[src/sv/mls_ram.sv]
// Simple dual-port RAM: one write port, one read port with registered read data.
// Used for the sieve table and the prime list. No package dependencies.
module mls_ram #(
    parameter int WIDTH = 8,
    parameter int DEPTH = 16
) (
    input  logic                     clk,
    input  logic                     we,
    input  logic [$clog2(DEPTH)-1:0] waddr,
    input  logic [WIDTH-1:0]         wdata,
    input  logic [$clog2(DEPTH)-1:0] raddr,
    output logic [WIDTH-1:0]         rdata
);

    logic [WIDTH-1:0] mem [DEPTH];

    always_ff @(posedge clk)
    begin
        if (we)
        begin
            mem[waddr] <= wdata;
        end
    end

    always_ff @(posedge clk)
    begin
        rdata <= mem[raddr];
    end

endmodule

[config.mk]
export PLATFORM = sky130hd
export DESIGN_NAME = mls_ram
export DESIGN_NICKNAME = d
export VERILOG_FILES = /design/src/sv/mls_ram.sv
export SDC_FILE = /design/constraint.sdc
export NUM_CORES = 1
export LEC_CHECK = 0
export ABC_AREA = 1
export BUFFER_PORTS_ARGS = -buffer_cell sky130_fd_sc_hd__buf_2
export CAP_MARGIN = 20
export CELL_PAD_IN_SITES_DETAIL_PLACEMENT = 0
export CELL_PAD_IN_SITES_GLOBAL_PLACEMENT = 1
export CORE_UTILIZATION = 52
export DETAILED_ROUTE_END_ITERATION = 12
export PLACE_DENSITY = 0.88
export SETUP_SLACK_MARGIN = 0.05
export SYNTH_ARGS = -nofsm -noshare
export SYNTH_HDL_FRONTEND = slang
export SYNTH_SLANG_ARGS = --single-unit
[constraint.sdc]
create_clock -name clk -period 1.83 [get_ports clk]
set_clock_uncertainty 0.05 [all_clocks]
set_input_delay 0.183 -clock clk [delete_from_list [all_inputs] [get_ports clk]]
set_output_delay 0.183 -clock clk [all_outputs]
set_load 0.02 [all_outputs]
==> results.md <==
* Final nets at about 600
* Initial drt markers at between 300 and 400
* Required @ worst endpoint at about 1.6 ns
* Residual DRC at 0
* Worst hold path endpoint: mem[0][4]$_DFFE_PP_
* Clock Pin Slew Worst Setup and Hold Paths at approximately 0.06 ns
* Antenna violations before repair at 0
* Die width at ~110 um
* Total CTS buffers at 17
* Yosys cell types at 12
* Ports at 26
* Maximum VDD drop at slightly above 0.6 mV
* Max incr delay on CP at about 0.32 ns
* Part of the power in registers at between 40 and 50%
* CP max FO at 1
* Worst-margin pin slew at 0.613 ns
* Most frequent cell after synthesis: nand2_1
* FF+latch count, synth at between 100 and 150
* Synth area leader: edfxtp_1
* Clk pwr share at a little under half
* Main synth FF type: edfxtp_1
* Pre-CTS setup slack at between 0.3 and 0.4 ns
* Global route overflow at 0
* Post-synth EDFFs at 128
* Diode count at 0
* Reg-to-reg startpoint: mem[1][3]$_DFFE_PP_
* GRT Total Usage at between 20% and 30%
* CP Buf/Inv Count at 1
* Largest net degree at the start of global routing at between 60 and 70
* CTS Root Cell: clkbuf_8
* Final hold violation count at 0
* Total Negative Setup Slacks at 0 ns
* Post-synth top area share at around two thirds
* RSZ-0062 raised after global routing: false
* Final worst slack at ~0.6 ns
* CP Class: register to output pin
* Net Switching at between 0.0015 and 0.002 W
* Max_cap viols at 0
* Via Count at between 3000 and 4000
* LEAKAGE at slightly below 3 nW
* Synthesized cell area at approximately 5800 um^2
* Tightest Hold Check Type: input pin to register
* # resized after CTS at 0
* Worst Path Arrival at 1.00 ns
* Min Tclk post-route at roughly 1.2 ns
* Vias in the first global route at 3744
* Die Footprint at around 12000 um^2
* First-pass GRT wire length at 20300 um
* ANT nets after route at 0
* Initial Util at 53.2%
* Routed wire length at 12800 um
* H-tree depth at 4
* CTS tree: built
* Reg-to-reg slack, setup at about 0.72 ns
* Layout area overhead at 15.5%
* Clock tree buffer depth at 2
* Hold Slack at roughly 0.026 ns
* Hold Crit Depth at 1
* Register area share after synthesis at a little over two thirds
* YS warnings at 0
* Post-synth top cells: 173 x nand2_1, 128 x edfxtp_1, 100 x inv_1
* Max-slew violations at 0
* # rows at 38
* Routed len/inst at about 17 um
* Critical path cell sequence: buf_2
* Worst R2R Path Depth at 6
* PortBufs at 25
* Filler cells at 890
* Top cells by area, synth: edfxtp_1 67%, nand2_1 11%, nand3_1 8.4%, inv_1 6.5%, dfxtp_1 2.8%
* CTS Sinks at ~140
* Crit start category: register
* Share of cells above drive strength 1 at about an eighth
* Final GP Congestion at approximately 0.79
* Slew HR at about three fifths
* Sw Ratio at 21.7%
* CP max stage cell: dfxtp_1
* Tcrit/Tclk final at between 60% and 70%
* Asr flop ratio synth at 0%
* Status: finished, final reports clean
* Syn Area/Cell at between 10 and 15 um^2
* Gate power share at between 6 and 7%
* Max Freq at around 810 MHz
* Crit Reg-Reg Endpoint: rdata[3]$_DFF_P_
* Min-delay src: wdata[4]
* Vias/cell at slightly above 5
* Crit. End Element: output pin
* Post-Syn Nets at ~570
* Post-Syn Instances at between 500 and 600
* Final setup fails at 0
* Die height at roughly 110 um
* PwrDens at ~1100 nW/um^2
* Post-detail-place hpwl at 7780 um
* Int Pwr at 0.00571 W
* CORE AREA at ~11000 um^2
* Later-pin clock latency in the skew report at between 0.5 and 0.6 ns
* First-pass iteration count of the detailed router at 7
* CP top delay family: flip-flops
## worst max path at each step
stage | start | to | cells after the start
6_report | rdata[3]$_DFF_P_ | rdata[3] | 1
5_1_grt | rdata[3]$_DFF_P_ | rdata[3] | 1
4_1_cts | rdata[3]$_DFF_P_ | rdata[3] | 1
3_5_place_dp | raddr[2] | rdata[2]$_DFF_P_ | 5
3_3_place_gp | raddr[2] | rdata[2]$_DFF_P_ | 5
2_1_floorplan | waddr[2] | mem[10][0]$_DFFE_PP_ | 2
## timing repair
item / in CTS / in global routing
hold buffers: 1 / 0
hold endpoints to repair: 8 / 0
buffers inserted: 0 / 0
## per-stage QoR
step / total power [W] / instance area (um^2) / util [%] / std cells
after CTS: 0.00735 / 6660 / 61.4 / 745
after detailed placement: 0.00401 / 6060 / 55.9 / 712
final: 0.00730 / 6660 / 61.4 / 745
after floorplan: 0.00383 / 5770 / - / 551
after global routing: 0.00752 / 6660 / 61.4 / 745
after global placement: 0.00400 / 6060 / 55.9 / 712
## placed cells by master, fill, tap and decap left out, types with 2 or more instances in the layout
master / instances
inv_2: 2
inv_1: 100
nor2_1: 17
nand3_1: 97
dfxtp_1: 8
clkinvlp_4: 2
nand2_1: 173
clkbuf_16: 16
nand3b_1: 2
bufinv_16: 3
edfxtp_1: 128
clkbuf_8: 2
clkinv_2: 4
clkbuf_1: 2
buf_2: 25
buf_4: 19
clkinv_4: 2
## sequential cells by signal, indices dropped and copies added (netlist names)
signal	cells
mem	128
rdata	8
## worst reg2reg max path, delay by kind of cell (launching register included)
family | cells | cell delay, ns
buf+inv | 1 | 0.06
flops | 1 | 0.37
simple gates | 5 | 0.52
## power by group through the flow
stage          clock [W]  combinational (W)  sequential, W
5_1_grt          0.00352           0.000492        0.00351
3_3_place_gp           0           0.000431        0.00356
3_5_place_dp           0           0.000440        0.00357
2_1_floorplan          0           0.000246        0.00359
4_1_cts          0.00340           0.000446        0.00350
6_report         0.00335           0.000444        0.00350
## layer usage
| layer | wire [um] | GRT usage [%] | vias up |
|---|---|---|---|
| li1 | - | - | 1856 |
| met1 | 5160 | 32.4 | 1825 |
| met2 | 6400 | 39.2 | 151 |
| met3 | 910 | 6.11 | 19 |
| met4 | 295 | 10.2 | 0 |
| met5 | 0 | 0 | - |
## logic make-up (layout without fill, tap and decap cells)
logic type / after synthesis / in the layout / synth area share, %
buf+inv: 126 / 180 / 9.52
flops: 136 / 136 / 69.4
simple gates: 289 / 289 / 21.0
## cell type report
class,instances,area [um^2],area share (%)
tap,140,175,2.63
inverter,102,383,5.75
timing repair buffer,46,298,4.47
clock inverter,12,151,2.27
sequential,136,4000,60.1
clock buffer,20,435,6.54
multi-input combinational,289,1210,18.2
(Power assumes the default switching activity.)
